$ cat config.mk
export PLATFORM = sky130hd
export DESIGN_NAME = linear_adsr_envelope
export DESIGN_NICKNAME = d
export VERILOG_FILES = /design/src/hdl/lae_pkg.sv /design/src/hdl/lae_ctrl.sv /design/src/hdl/lae_dpath.sv /design/src/hdl/linear_adsr_envelope.sv
export SDC_FILE = /design/constraint.sdc
export NUM_CORES = 2
export LEC_CHECK = 0
export BUFFER_PORTS_ARGS = -buffer_cell sky130_fd_sc_hd__buf_2
export CORE_MARGIN = 2
export CORE_UTILIZATION = 50
export DETAILED_ROUTE_END_ITERATION = 10
export PLACE_DENSITY = 0.66
export SLEW_MARGIN = 20
export SYNTH_ARGS = -nofsm -noshare
export SYNTH_HDL_FRONTEND = slang
export SYNTH_SLANG_ARGS = --single-unit
$ cat constraint.sdc
create_clock -name i_clk -period 8.4 [get_ports i_clk]
set_input_delay 1.26 -clock i_clk [delete_from_list [all_inputs] [get_ports i_clk]]
set_output_delay 1.26 -clock i_clk [all_outputs]
set_load 0.03 [all_outputs]
$ cat src/hdl/lae_pkg.sv
// Shared types and constants of the linear ADSR envelope generator.
// Used by lae_ctrl, lae_dpath and linear_adsr_envelope; depends on nothing.
package lae_pkg;

    localparam int unsigned SR_W    = 18;
    localparam int unsigned TIME_W  = 19;
    localparam int unsigned SUS_W   = 25;
    localparam int unsigned CV_W    = 21;
    localparam int unsigned OUT_W   = 20;
    localparam int unsigned CFG_W   = 25;
    localparam int unsigned CFGI_W  = 3;
    localparam int unsigned TSEL_W  = 20;
    localparam int unsigned DEN_W   = SR_W + TSEL_W;
    localparam int unsigned NUM_W   = 41;
    localparam int unsigned QUO_W   = 25;
    localparam int unsigned CNT_W   = 5;
    localparam int unsigned LVL_W   = 27;

    localparam logic [SUS_W-1:0] ONE_Q24  = 25'd16777216;
    localparam logic [SUS_W-1:0] HALF_Q24 = 25'd8388608;
    localparam logic [SUS_W-1:0] SUS_TOL  = 25'd16777;
    localparam logic signed [CV_W-1:0] GATE_THRESH = 21'sd65536;
    localparam logic signed [CV_W-1:0] CV_ONE_VOLT = 21'sd65536;
    localparam logic [CNT_W-1:0] LAST_BIT = 5'd24;

    typedef enum logic [CFGI_W-1:0] {
        CFG_SAMPLE_RATE = 3'd0,
        CFG_ATTACK      = 3'd1,
        CFG_DECAY       = 3'd2,
        CFG_SUSTAIN     = 3'd3,
        CFG_RELEASE     = 3'd4
    } t_cfg_idx;

    typedef struct packed {
        logic load;
        logic mul;
        logic init;
        logic step;
        logic upd;
    } t_cmd;

    typedef struct packed {
        logic cnt_zero;
        logic out_busy;
    } t_status;

endpackage

$ cat src/hdl/lae_ctrl.sv
// Sequencing state machine of the envelope generator.
// Depends on lae_pkg for the command and status structs.
module lae_ctrl (
    input  logic              i_clk,
    input  logic              i_rst_n,
    input  logic              i_in_valid,
    input  lae_pkg::t_status  i_status,
    output logic              o_in_ready,
    output lae_pkg::t_cmd     o_cmd
);

    typedef enum logic [4:0] {
        S_IDLE = 5'b00001,
        S_MUL  = 5'b00010,
        S_INIT = 5'b00100,
        S_DIV  = 5'b01000,
        S_UPD  = 5'b10000
    } t_state;

    t_state r_state, n_state;

    always_comb begin
        n_state = r_state;
        o_cmd   = '0;
        case (r_state)
            S_IDLE: begin
                if (i_in_valid) begin
                    o_cmd.load = 1'b1;
                    n_state    = S_MUL;
                end
            end
            S_MUL: begin
                o_cmd.mul = 1'b1;
                n_state   = S_INIT;
            end
            S_INIT: begin
                o_cmd.init = 1'b1;
                n_state    = S_DIV;
            end
            S_DIV: begin
                o_cmd.step = 1'b1;
                if (i_status.cnt_zero) begin
                    n_state = S_UPD;
                end
            end
            S_UPD: begin
                if (!i_status.out_busy) begin
                    o_cmd.upd = 1'b1;
                    n_state   = S_IDLE;
                end
            end
            default: n_state = S_IDLE;
        endcase
    end

    always_ff @(posedge i_clk) begin
        if (!i_rst_n) begin
            r_state <= S_IDLE;
        end else begin
            r_state <= n_state;
        end
    end

    assign o_in_ready = (r_state == S_IDLE);

endmodule

$ cat src/hdl/lae_dpath.sv
// Datapath: knob registers, step multipliers, three bit-serial dividers,
// envelope state and the output register. Depends on lae_pkg.
module lae_dpath (
    input  logic                              i_clk,
    input  logic                              i_rst_n,
    input  lae_pkg::t_cmd                     i_cmd,
    output lae_pkg::t_status                  o_status,
    input  logic                              i_cfg_we,
    input  logic [lae_pkg::CFGI_W-1:0]        i_cfg_index,
    input  logic [lae_pkg::CFG_W-1:0]         i_cfg_data,
    input  logic signed [lae_pkg::CV_W-1:0]   i_gate_volts,
    input  logic signed [lae_pkg::CV_W-1:0]   i_attack_cv,
    input  logic                              i_attack_cv_on,
    input  logic signed [lae_pkg::CV_W-1:0]   i_decay_cv,
    input  logic                              i_decay_cv_on,
    input  logic signed [lae_pkg::CV_W-1:0]   i_sustain_cv,
    input  logic                              i_sustain_cv_on,
    input  logic signed [lae_pkg::CV_W-1:0]   i_release_cv,
    input  logic                              i_release_cv_on,
    input  logic                              i_out_ready,
    output logic                              o_out_valid,
    output logic [lae_pkg::OUT_W-1:0]         o_env_out
);

    localparam int unsigned SW = lae_pkg::SUS_W;
    localparam int unsigned LW = lae_pkg::LVL_W;
    localparam int unsigned DW = lae_pkg::DEN_W;

    logic [lae_pkg::SR_W-1:0]   r_sr;
    logic [lae_pkg::TIME_W-1:0] r_ak, r_dk, r_rk;
    logic [SW-1:0]              r_sk;

    logic [lae_pkg::TSEL_W-1:0] r_time [3];
    logic [SW-1:0]              r_sus;
    logic                       r_gate;
    logic [lae_pkg::DEN_W-1:0]  r_den  [3];
    logic [lae_pkg::NUM_W-1:0]  r_num  [3];
    logic [lae_pkg::DEN_W:0]    r_rem  [3];
    logic [lae_pkg::QUO_W-1:0]  r_quo  [3];
    logic                       r_ovf  [3];
    logic [lae_pkg::CNT_W-1:0]  r_cnt;

    logic [SW-1:0] r_level;
    logic          r_attacking, r_running, r_gate_was_high;
    logic          r_out_valid;
    logic [lae_pkg::OUT_W-1:0] r_out;

    function automatic logic [lae_pkg::TSEL_W-1:0] pick_time(
        input logic signed [lae_pkg::CV_W-1:0] cv,
        input logic                            on,
        input logic [lae_pkg::TIME_W-1:0]      knob
    );
        logic [lae_pkg::TSEL_W-1:0] t;
        if (on) begin
            t = cv[lae_pkg::CV_W-1] ? '0 : cv[lae_pkg::TSEL_W-1:0];
        end else begin
            t = {1'b0, knob};
        end
        return t;
    endfunction

    // Configuration registers.
    always_ff @(posedge i_clk) begin
        if (!i_rst_n) begin
            r_sr <= 18'd48000;
            r_ak <= 19'd32768;
            r_dk <= 19'd32768;
            r_sk <= 25'd8388608;
            r_rk <= 19'd32768;
        end else if (i_cfg_we) begin
            case (i_cfg_index)
                lae_pkg::CFG_SAMPLE_RATE: r_sr <= i_cfg_data[lae_pkg::SR_W-1:0];
                lae_pkg::CFG_ATTACK:      r_ak <= i_cfg_data[lae_pkg::TIME_W-1:0];
                lae_pkg::CFG_DECAY:       r_dk <= i_cfg_data[lae_pkg::TIME_W-1:0];
                lae_pkg::CFG_SUSTAIN:     r_sk <= i_cfg_data[SW-1:0];
                lae_pkg::CFG_RELEASE:     r_rk <= i_cfg_data[lae_pkg::TIME_W-1:0];
                default: ;
            endcase
        end
    end

    // Sustain selection with saturation.
    logic [SW-1:0] sus_sel;
    always_comb begin
        if (i_sustain_cv_on) begin
            if (i_sustain_cv[lae_pkg::CV_W-1]) begin
                sus_sel = '0;
            end else if (i_sustain_cv > lae_pkg::CV_ONE_VOLT) begin
                sus_sel = lae_pkg::ONE_Q24;
            end else begin
                sus_sel = {i_sustain_cv[16:0], 8'b0};
            end
        end else begin
            sus_sel = (r_sk > lae_pkg::ONE_Q24) ? lae_pkg::ONE_Q24 : r_sk;
        end
    end

    // Divider lanes: attack, decay, release.
    always_ff @(posedge i_clk) begin
        if (i_cmd.load) begin
            r_time[0] <= pick_time(i_attack_cv, i_attack_cv_on, r_ak);
            r_time[1] <= pick_time(i_decay_cv, i_decay_cv_on, r_dk);
            r_time[2] <= pick_time(i_release_cv, i_release_cv_on, r_rk);
            r_sus     <= sus_sel;
            r_gate    <= (i_gate_volts >= lae_pkg::GATE_THRESH);
        end
        if (i_cmd.mul) begin
            for (int i = 0; i < 3; i++) begin
                r_den[i] <= DW'(r_sr) * DW'(r_time[i]);
            end
            r_num[0] <= {1'b1, 40'b0};
            r_num[1] <= {lae_pkg::ONE_Q24 - r_sus, 16'b0};
            r_num[2] <= {r_sus, 16'b0};
        end
        if (i_cmd.init) begin
            for (int i = 0; i < 3; i++) begin
                r_rem[i] <= {23'b0, r_num[i][lae_pkg::NUM_W-1:lae_pkg::QUO_W]};
                r_ovf[i] <= ({22'b0, r_num[i][lae_pkg::NUM_W-1:lae_pkg::QUO_W]} >= r_den[i]);
                r_quo[i] <= '0;
            end
            r_cnt <= lae_pkg::LAST_BIT;
        end
        if (i_cmd.step) begin
            for (int i = 0; i < 3; i++) begin
                logic [lae_pkg::QUO_W-1:0] lo;
                logic [lae_pkg::DEN_W:0]   rs;
                logic                      ge;
                lo = r_num[i][lae_pkg::QUO_W-1:0];
                rs = {r_rem[i][lae_pkg::DEN_W-1:0], lo[r_cnt]};
                ge = (rs >= {1'b0, r_den[i]});
                r_rem[i] <= ge ? rs - {1'b0, r_den[i]} : rs;
                r_quo[i] <= {r_quo[i][lae_pkg::QUO_W-2:0], ge};
            end
            r_cnt <= r_cnt - 1'b1;
        end
    end

    // Step clamping and level update.
    logic [SW-1:0] astep, dmag, rmag;
    logic signed [LW-1:0] lvl, rstep, sus_s, n_lvl_raw;
    logic [SW-1:0] n_level;
    logic n_attacking, n_running;
    logic [28:0] times10;

    always_comb begin
        if (r_ovf[0] || r_quo[0] > lae_pkg::HALF_Q24) begin
            astep = lae_pkg::HALF_Q24;
        end else if (r_quo[0] == '0) begin
            astep = SW'(1);
        end else begin
            astep = r_quo[0];
        end
        if (r_num[1] == '0) begin
            dmag = '0;
        end else if (r_ovf[1] || r_quo[1] > lae_pkg::HALF_Q24) begin
            dmag = lae_pkg::HALF_Q24;
        end else begin
            dmag = r_quo[1];
        end
        if (r_ovf[2] || r_quo[2] > lae_pkg::ONE_Q24) begin
            rmag = lae_pkg::ONE_Q24;
        end else if (r_quo[2] == '0) begin
            rmag = SW'(1);
        end else begin
            rmag = r_quo[2];
        end

        lvl         = $signed({2'b0, r_level});
        rstep       = -$signed({2'b0, rmag});
        sus_s       = $signed({2'b0, r_sus});
        n_attacking = r_attacking;
        n_running   = r_running;
        if (r_gate && !r_gate_was_high) begin
            n_attacking = 1'b1;
            n_running   = 1'b1;
        end
        n_lvl_raw = lvl;
        if (n_running) begin
            if (r_gate) begin
                if (n_attacking) begin
                    n_lvl_raw = lvl + $signed({2'b0, astep});
                    if (n_lvl_raw >= $signed({2'b0, lae_pkg::ONE_Q24})) begin
                        n_attacking = 1'b0;
                    end
                end else if (lvl <= sus_s + $signed({2'b0, lae_pkg::SUS_TOL})) begin
                    n_lvl_raw = sus_s;
                end else begin
                    n_lvl_raw = lvl - $signed({2'b0, dmag});
                end
            end else begin
                n_lvl_raw = lvl + rstep;
                if (n_lvl_raw <= rstep) begin
                    n_running = 1'b0;
                end
            end
        end else begin
            n_lvl_raw = '0;
        end
        if (n_lvl_raw > $signed({2'b0, lae_pkg::ONE_Q24})) begin
            n_level = lae_pkg::ONE_Q24;
        end else if (n_lvl_raw < 0) begin
            n_level = '0;
        end else begin
            n_level = n_lvl_raw[SW-1:0];
        end
        times10 = {1'b0, n_level, 3'b0} + {3'b0, n_level, 1'b0};
    end

    always_ff @(posedge i_clk) begin
        if (!i_rst_n) begin
            r_level         <= '0;
            r_attacking     <= 1'b0;
            r_running       <= 1'b0;
            r_gate_was_high <= 1'b0;
            r_out_valid     <= 1'b0;
        end else begin
            if (i_cmd.upd) begin
                r_level         <= n_level;
                r_attacking     <= n_attacking;
                r_running       <= n_running;
                r_gate_was_high <= r_gate;
                r_out_valid     <= 1'b1;
            end else if (i_out_ready) begin
                r_out_valid <= 1'b0;
            end
        end
    end

    always_ff @(posedge i_clk) begin
        if (i_cmd.upd) begin
            r_out <= times10[27:8];
        end
    end

    assign o_status.cnt_zero = (r_cnt == '0);
    assign o_status.out_busy = r_out_valid && !i_out_ready;
    assign o_out_valid       = r_out_valid;
    assign o_env_out         = r_out;

endmodule

$ cat src/hdl/linear_adsr_envelope.sv
// Top level of the linear ADSR envelope generator.
// Instantiates lae_ctrl and lae_dpath; depends on lae_pkg.
//
// One transaction on the input channel is one audio sample and yields exactly
// one output transaction carrying the envelope value. Each sample passes
// through capture, the three time-by-rate products, the divider set-up, the
// bit-serial dividers (one quotient bit per cycle, the three divisions running
// side by side) and the level update, which registers its result. The input
// is ready again in the cycle after the update, while the previous result may
// still be waiting in the output register; the update of the next sample holds
// until that result has been taken. Configuration writes land at once and
// should only be made while no sample is in flight. The output is ten volts
// times the level in 2^-16 V units, from 0 to 655360.
module linear_adsr_envelope (
    input  logic                              i_clk,
    input  logic                              i_rst_n,
    input  logic                              i_cfg_we,
    input  logic [lae_pkg::CFGI_W-1:0]        i_cfg_index,
    input  logic [lae_pkg::CFG_W-1:0]         i_cfg_data,
    input  logic                              i_in_valid,
    output logic                              o_in_ready,
    input  logic signed [lae_pkg::CV_W-1:0]   i_gate_volts,
    input  logic signed [lae_pkg::CV_W-1:0]   i_attack_cv,
    input  logic                              i_attack_cv_on,
    input  logic signed [lae_pkg::CV_W-1:0]   i_decay_cv,
    input  logic                              i_decay_cv_on,
    input  logic signed [lae_pkg::CV_W-1:0]   i_sustain_cv,
    input  logic                              i_sustain_cv_on,
    input  logic signed [lae_pkg::CV_W-1:0]   i_release_cv,
    input  logic                              i_release_cv_on,
    output logic                              o_out_valid,
    input  logic                              i_out_ready,
    output logic [lae_pkg::OUT_W-1:0]         o_env_out
);

    lae_pkg::t_cmd    cmd;
    lae_pkg::t_status status;

    // The controller only steps the sequence; all arithmetic is in the datapath.
    lae_ctrl u_ctrl (
        .i_clk      (i_clk),
        .i_rst_n    (i_rst_n),
        .i_in_valid (i_in_valid),
        .i_status   (status),
        .o_in_ready (o_in_ready),
        .o_cmd      (cmd)
    );

    lae_dpath u_dpath (
        .i_clk           (i_clk),
        .i_rst_n         (i_rst_n),
        .i_cmd           (cmd),
        .o_status        (status),
        .i_cfg_we        (i_cfg_we),
        .i_cfg_index     (i_cfg_index),
        .i_cfg_data      (i_cfg_data),
        .i_gate_volts    (i_gate_volts),
        .i_attack_cv     (i_attack_cv),
        .i_attack_cv_on  (i_attack_cv_on),
        .i_decay_cv      (i_decay_cv),
        .i_decay_cv_on   (i_decay_cv_on),
        .i_sustain_cv    (i_sustain_cv),
        .i_sustain_cv_on (i_sustain_cv_on),
        .i_release_cv    (i_release_cv),
        .i_release_cv_on (i_release_cv_on),
        .i_out_ready     (i_out_ready),
        .o_out_valid     (o_out_valid),
        .o_env_out       (o_env_out)
    );

`ifndef SYNTH
    // A sample in flight blocks the next one.
    a_busy_after_accept: assert property (@(posedge i_clk) disable iff (!i_rst_n)
        i_in_valid && o_in_ready |=> !o_in_ready)
        else $error("input ready stayed high after a transaction");

    // A fresh result appears only while the input side is closed.
    a_result_in_flight: assert property (@(posedge i_clk) disable iff (!i_rst_n)
        $rose(o_out_valid) |-> $past(!o_in_ready))
        else $error("result appeared without a sample in flight");

    // The envelope never exceeds ten volts.
    a_out_range: assert property (@(posedge i_clk) disable iff (!i_rst_n)
        o_out_valid |-> (o_env_out <= 20'd655360))
        else $error("envelope output above full scale");
`endif

endmodule
* Word level (Yosys, flattened, before mapping) *
Memory sizes are Yosys's and may differ from the RTL's.
Cells that the tools add are included.

word-level totals
  bits in registers = 185
  bits in writable memories = 444
  input port bits = 142
  output and inout port bits = 22
  word-level logic and storage cells = 163
  memories kept = 6

memory list
  memory          words  width  rd ports  clocked after memory_dff  write ports  line             RTL
  u_dpath.r_rem   3      39     3         0                         3            lae_dpath.sv:38  logic [lae_pkg::DEN_W:0] r_rem [3];
  u_dpath.r_den   3      38     3         0                         3            lae_dpath.sv:36  logic [lae_pkg::DEN_W-1:0] r_den [3];
  u_dpath.r_num   3      25     3         0                         3            lae_dpath.sv:37  logic [lae_pkg::NUM_W-1:0] r_num [3];
  u_dpath.r_quo   3      25     3         0                         3            lae_dpath.sv:39  logic [lae_pkg::QUO_W-1:0] r_quo [3];
  u_dpath.r_time  3      20     3         0                         3            lae_dpath.sv:33  logic [lae_pkg::TSEL_W-1:0] r_time [3];
  u_dpath.r_ovf   3      1      3         0                         3            lae_dpath.sv:40  logic r_ovf [3];

cells by class
  add/sub/neg operators = 11
  multipliers = 3
  $lt $le $gt $ge = 18
  equal/unequal tests = 12
  mux-type cells = 72
  bitwise gates (word level) = 6
  reduce and logical (&&, ||, !) cells = 20

operators with widths
  cell                                                                                   count
  25-bit 2-to-1 mux                                                                      15
  39-bit 2-to-1 mux                                                                      6
  20-bit 2-to-1 mux                                                                      9
  39-bit by 38-bit greater-or-equal comparator with 1-bit output                         3
  39-bit by 38-bit subtractor with 39-bit output                                         3
  16-bit by 38-bit greater-or-equal comparator with 1-bit output                         3
  18-bit by 20-bit multiplier with 38-bit output                                         3
  27-bit 2-to-1 mux                                                                      4
  25-bit by 24-bit greater-than comparator with 1-bit output, second input constant      2
  25-bit greater-than comparator, second input constant                                  2
  25-bit logical NOT                                                                     2
  41-bit logical NOT                                                                     1
  1-bit 2-to-1 mux                                                                       29
  28-bit by 26-bit adder with 28-bit output                                              1
  26-bit by 27-bit adder with 27-bit output                                              1
  27-bit by 26-bit greater-or-equal comparator with 1-bit output, second input constant  1
  27-bit by 26-bit greater-than comparator with 1-bit output, second input constant      1
  26-bit by 27-bit <= comparator with 1-bit output                                       1
  27-bit <= comparator                                                                   1
  27-bit by 1-bit less-than comparator with 1-bit output, second input constant          1
  25-bit negator with 27-bit output                                                      1
  25-bit by 15-bit adder with 26-bit output, second input constant                       1
  25-bit by 25-bit adder with 26-bit output                                              1
  25-bit by 25-bit subtractor with 26-bit output                                         1
  other kinds (26)                                                                       49

* Logic depth before layout (Yosys ltp) *
An unclocked memory read counts as a cell.

  depth in word-level cells = 14
  mapped depth = 42
  depth with buffers taken out = 40

* Modules after synthesis *
From an unflattened synthesis, not the netlist that was laid out.

second synthesis, totals
  cell total of the unflattened synthesis = 7,960
  area total of the unflattened synthesis = 72,260.6 um^2

modules (own cells, without submodules)
  module     instances  cells each  area each (um^2)  sequential area each (um^2)
  lae_dpath  1          7,924       71,950.3          16,575.9
  lae_ctrl   1          36          310.3             100.1

* Least setup slack after synthesis *
No wires, ideal clock.

  path type = register -> register
  start = memory u_dpath.r_quo[0][59] (netlist name)
  end = register u_dpath.r_out (netlist bit u_dpath.o_env_out[13]) (data pin)
  library setup time = 0.258 ns
  arrival time = 8.549 ns
  required time = 8.142 ns
  slack = -0.407 ns
  stages on the path, launching flop included = 39
  buffers on the path = 3
  clock period less this slack = 8.807 ns
  cell sequence = edfxtp_1 > nor2_1 > nand2_1 > or3_1 > or3_1 > nor3_1 > nand3_1 > a21oi_1 > clkbuf_1 > nand2_1 > ha_1 > and2_0 > clkbuf_1 > a311o_1 > ha_1 > a21o_1 > a2111o_1 > a41o_1 > (+3 left out) > xor2_1 > a22o_1 > nor4_1 > and4b_1 > o21ai_1 > clkbuf_1 > nor2_1 > ha_1 > o21a_1 > o21ai_0 > inv_1 > nand3_1 > o21ai_0 > a2111oi_0 > a211oi_1 > a21o_1 > a21oi_1 > xnor2_1

RTL lines
  element               line              RTL
  start, declared       lae_dpath.sv:39
  end signal, assigned  lae_dpath.sv:231  r_out <= times10[27:8];
  end, declared         lae_dpath.sv:46   logic [lae_pkg::OUT_W-1:0] r_out;

==> flow_summary.ini <==
[sta]
fin_crit_sh_pct = 98.6
fmax_mhz = 121
worst_pin_slew_ns = 1.13
slew_headroom_pct = 24.2
setup_tns_ns = 0
slew_violations = 0
setup_viol = 0
period_minus_slack_ns = 8.28
rsz0062_at_grt = yes
skew_ns = 0.0418
hold_viol = 0

[routing]
drt_iter0_markers = 4158
first_pass_iters = 6
routedWlPerCell_um = 19.9
vias_per_cell = 5.59
antenna_left = 0
num_vias = 56600
drc = 0
wirelength_mm = 202

[yosys]
yosysTopAreaCell = fa_1
synth_most_common_cell = nand2_1
yosysSeqAreaShare_pct = 23.2
syn_avg_cell_area_sq_um = 9.00
netlist_top_cells_count = 1275 x nand2_1, 1244 x inv_1, 870 x fa_1
synth.cell_area_sq_um = 71900
synth.area.top_cells = fa_1 24%, edfxtp_1 19%, ha_1 11%, nand2_1 6.7%, inv_1 6.5%
netlist_instances = 7985
yosys_warnings = 0
synth-async-reset-ratio_pct = 0
yosysTopAreaCellShare_pct = 24.2
synthFlopType = edfxtp_1
synth.distinct_cells = 92
synth_edf_count = 466
ys_ff_latch = 600

[worst_hold_path]
hold_path_end = u_dpath.r_ak[9]
hold_depth = 2
hold_class = flop to flop
hold_start = u_dpath.r_ak[9]

[clock_network]
cts.htree.levels = 3
path_clk_slew_ns = 0.06
clockBufferDepth = 3
cts_sinks = 600
clk_latency_ns = 0.70
cts_tree = done
ctsHoldBuffers = 0
cts_buffers = 72
cts_root_buf = clkbuf_16

[placed_design]
dp.cells = 9955
dpl-instance-area_sq_um = 76000
gp_congestion = 0.958
io_buffers = 147
dpl.hpwl_mm = 159

[die]
initial_core_util_pct = 50.2
ioPinCount = 164
core_sq_um = 143000
die_y_um = 383
rows = 139
dieArea_sq_um = 147000
die-width_um = 383

[setup_path]
r2r-start = u_dpath.r_quo[0][59]
max_stage_delay_ns = 0.42
ff2ff_path_depth = 44
cp.arrival_ns = 8.71
worstPathMaxFanout = 8
cp-end-kind = flop
r2r_end = u_dpath.o_env_out[18]
r2r_setup_slack_ns = 0.12
cp_slowest_cell = a211o_4
required_ns = 8.82
worst_setup_path_start_kind = flop
criticalPathCategory = flop to flop
cp_common_cell = buf_4

[final_layout]
fin_nets = 9810
drive_gt1_share_pct = 9.42
design_area_sq_um = 79300
final_cells = 10100
syn2layout_area_growth_pct = 10.3

[status]
status = complete, no violations

[grt]
antenna_found_initial = 3
use_met3_pct = 4.91
grt.total_usage_pct = 27.7
grt-busiest-layer = met2
use_met1_pct = 39.3
grt_use_met2_pct = 42.7
grt_max_degree = 104
grt_pass1_wl_mm = 319
grt_pass1_vias = 56900
grt-ovfl-total = 0

[job]
maxCapViolations = 0
[sequential cells by signal (all words and copies together), names as in the netlist, 3 cells and up]
name               count
u_dpath.r_time        60
u_dpath.r_num         49
u_dpath.r_den        114
u_dpath.r_level       25
u_dpath.r_rem        114
u_dpath.o_env_out     20
u_dpath.r_ak          19
u_dpath.r_ovf          3
u_dpath.r_quo         75
u_ctrl.r_state         5
u_dpath.r_sr          18
u_dpath.r_sk          25
u_dpath.r_rk          19
u_dpath.r_cnt          5
u_dpath.r_dk          19
u_dpath.r_sus         25
[kinds of logic after synthesis]
family / share of synthesized area (%)
and+or+nand+nor: 17.4
buffers and inverters: 8.57
adders and majority gates: 35.4
AOI/OAI and AO/OA: 10.3
DFF: 23.2
xor gates and xnor gates: 3.75
muxes: 1.38
other: 0.0105
[repair_timing]
item / CTS / global route
endpoints found under the setup margin: 15 / 21
hold endpoints to repair: 0 / 0
gates resized for setup: 33 / 95
pin swaps: 25 / 68
buffers inserted: 4 / 29
[layer usage]
layer / routed length [um] / vias up
li1: - / 26300
met1: 89300 / 28000
met2: 88800 / 1947
met3: 16300 / 322
met4: 7130 / 0
met5: 0 / -
[layout by cell type (no fill, tap or decap), types with 95 or more instances in the layout]
cell | synthesis | routed
xnor2_1 | 213 | 212
buf_2 | 14 | 147
ha_1 | 640 | 630
fa_1 | 870 | 870
buf_4 | 0 | 321
a21o_1 | 117 | 117
dfxtp_1 | 134 | 116
and2_1 | 485 | 482
nor2_1 | 347 | 336
edfxtp_1 | 466 | 466
nor3_1 | 99 | 95
nand2_1 | 1275 | 1274
a21oi_1 | 393 | 379
inv_1 | 1244 | 1240
o21ai_0 | 238 | 235
[final cells by class]
cell class | instances | area (sq um)
antenna | 1 | 2.50
clock buffer | 85 | 1910
clock inverter | 48 | 475
fill | 12800 | 63900
inverter | 1244 | 4680
multi-input combinational | 5758 | 49800
sequential | 600 | 16700
tap | 1903 | 2380
timing repair buffer | 482 | 3380
[how the worst max path moves through the flow]
stage                     slack, ns                    end            startpoint
after global placement        -0.31  u_dpath.o_env_out[16]  u_dpath.r_quo[0][59]
after global routing          -0.29  u_dpath.o_env_out[19]  u_dpath.r_quo[0][59]
after floorplan                0.03  u_dpath.o_env_out[18]  u_dpath.r_quo[0][59]
after CTS                     0.002  u_dpath.o_env_out[19]  u_dpath.r_quo[0][60]
after detailed placement      -0.36  u_dpath.o_env_out[16]  u_dpath.r_quo[0][59]
final                          0.12  u_dpath.o_env_out[18]  u_dpath.r_quo[0][59]
[per-stage QoR]
step                      utilization [%]  hold slack, ns  setup slack (ns)
after floorplan                         -           0.421            0.0313
after global placement               53.1           0.441            -0.305
after detailed placement             53.1           0.446            -0.356
after CTS                            54.9           0.454           0.00192
after global routing                 55.4           0.471            -0.287
final                                55.4           0.452             0.117
[critical path: cells and delay by family (launching register included)]
family	cells	cell delay, ns
AOI/OAI and AO/OA	12	2.25
xor gates and xnor gates	1	0.13
adders and majority gates	5	1.37
buffers and inverters	8	1.05
DFF	1	0.40
and+or+nand+nor	18	2.81
Power is left out: the tool's default activity adds up to more than one toggle a clock period on the data nets, which glitch-free logic cannot reach.
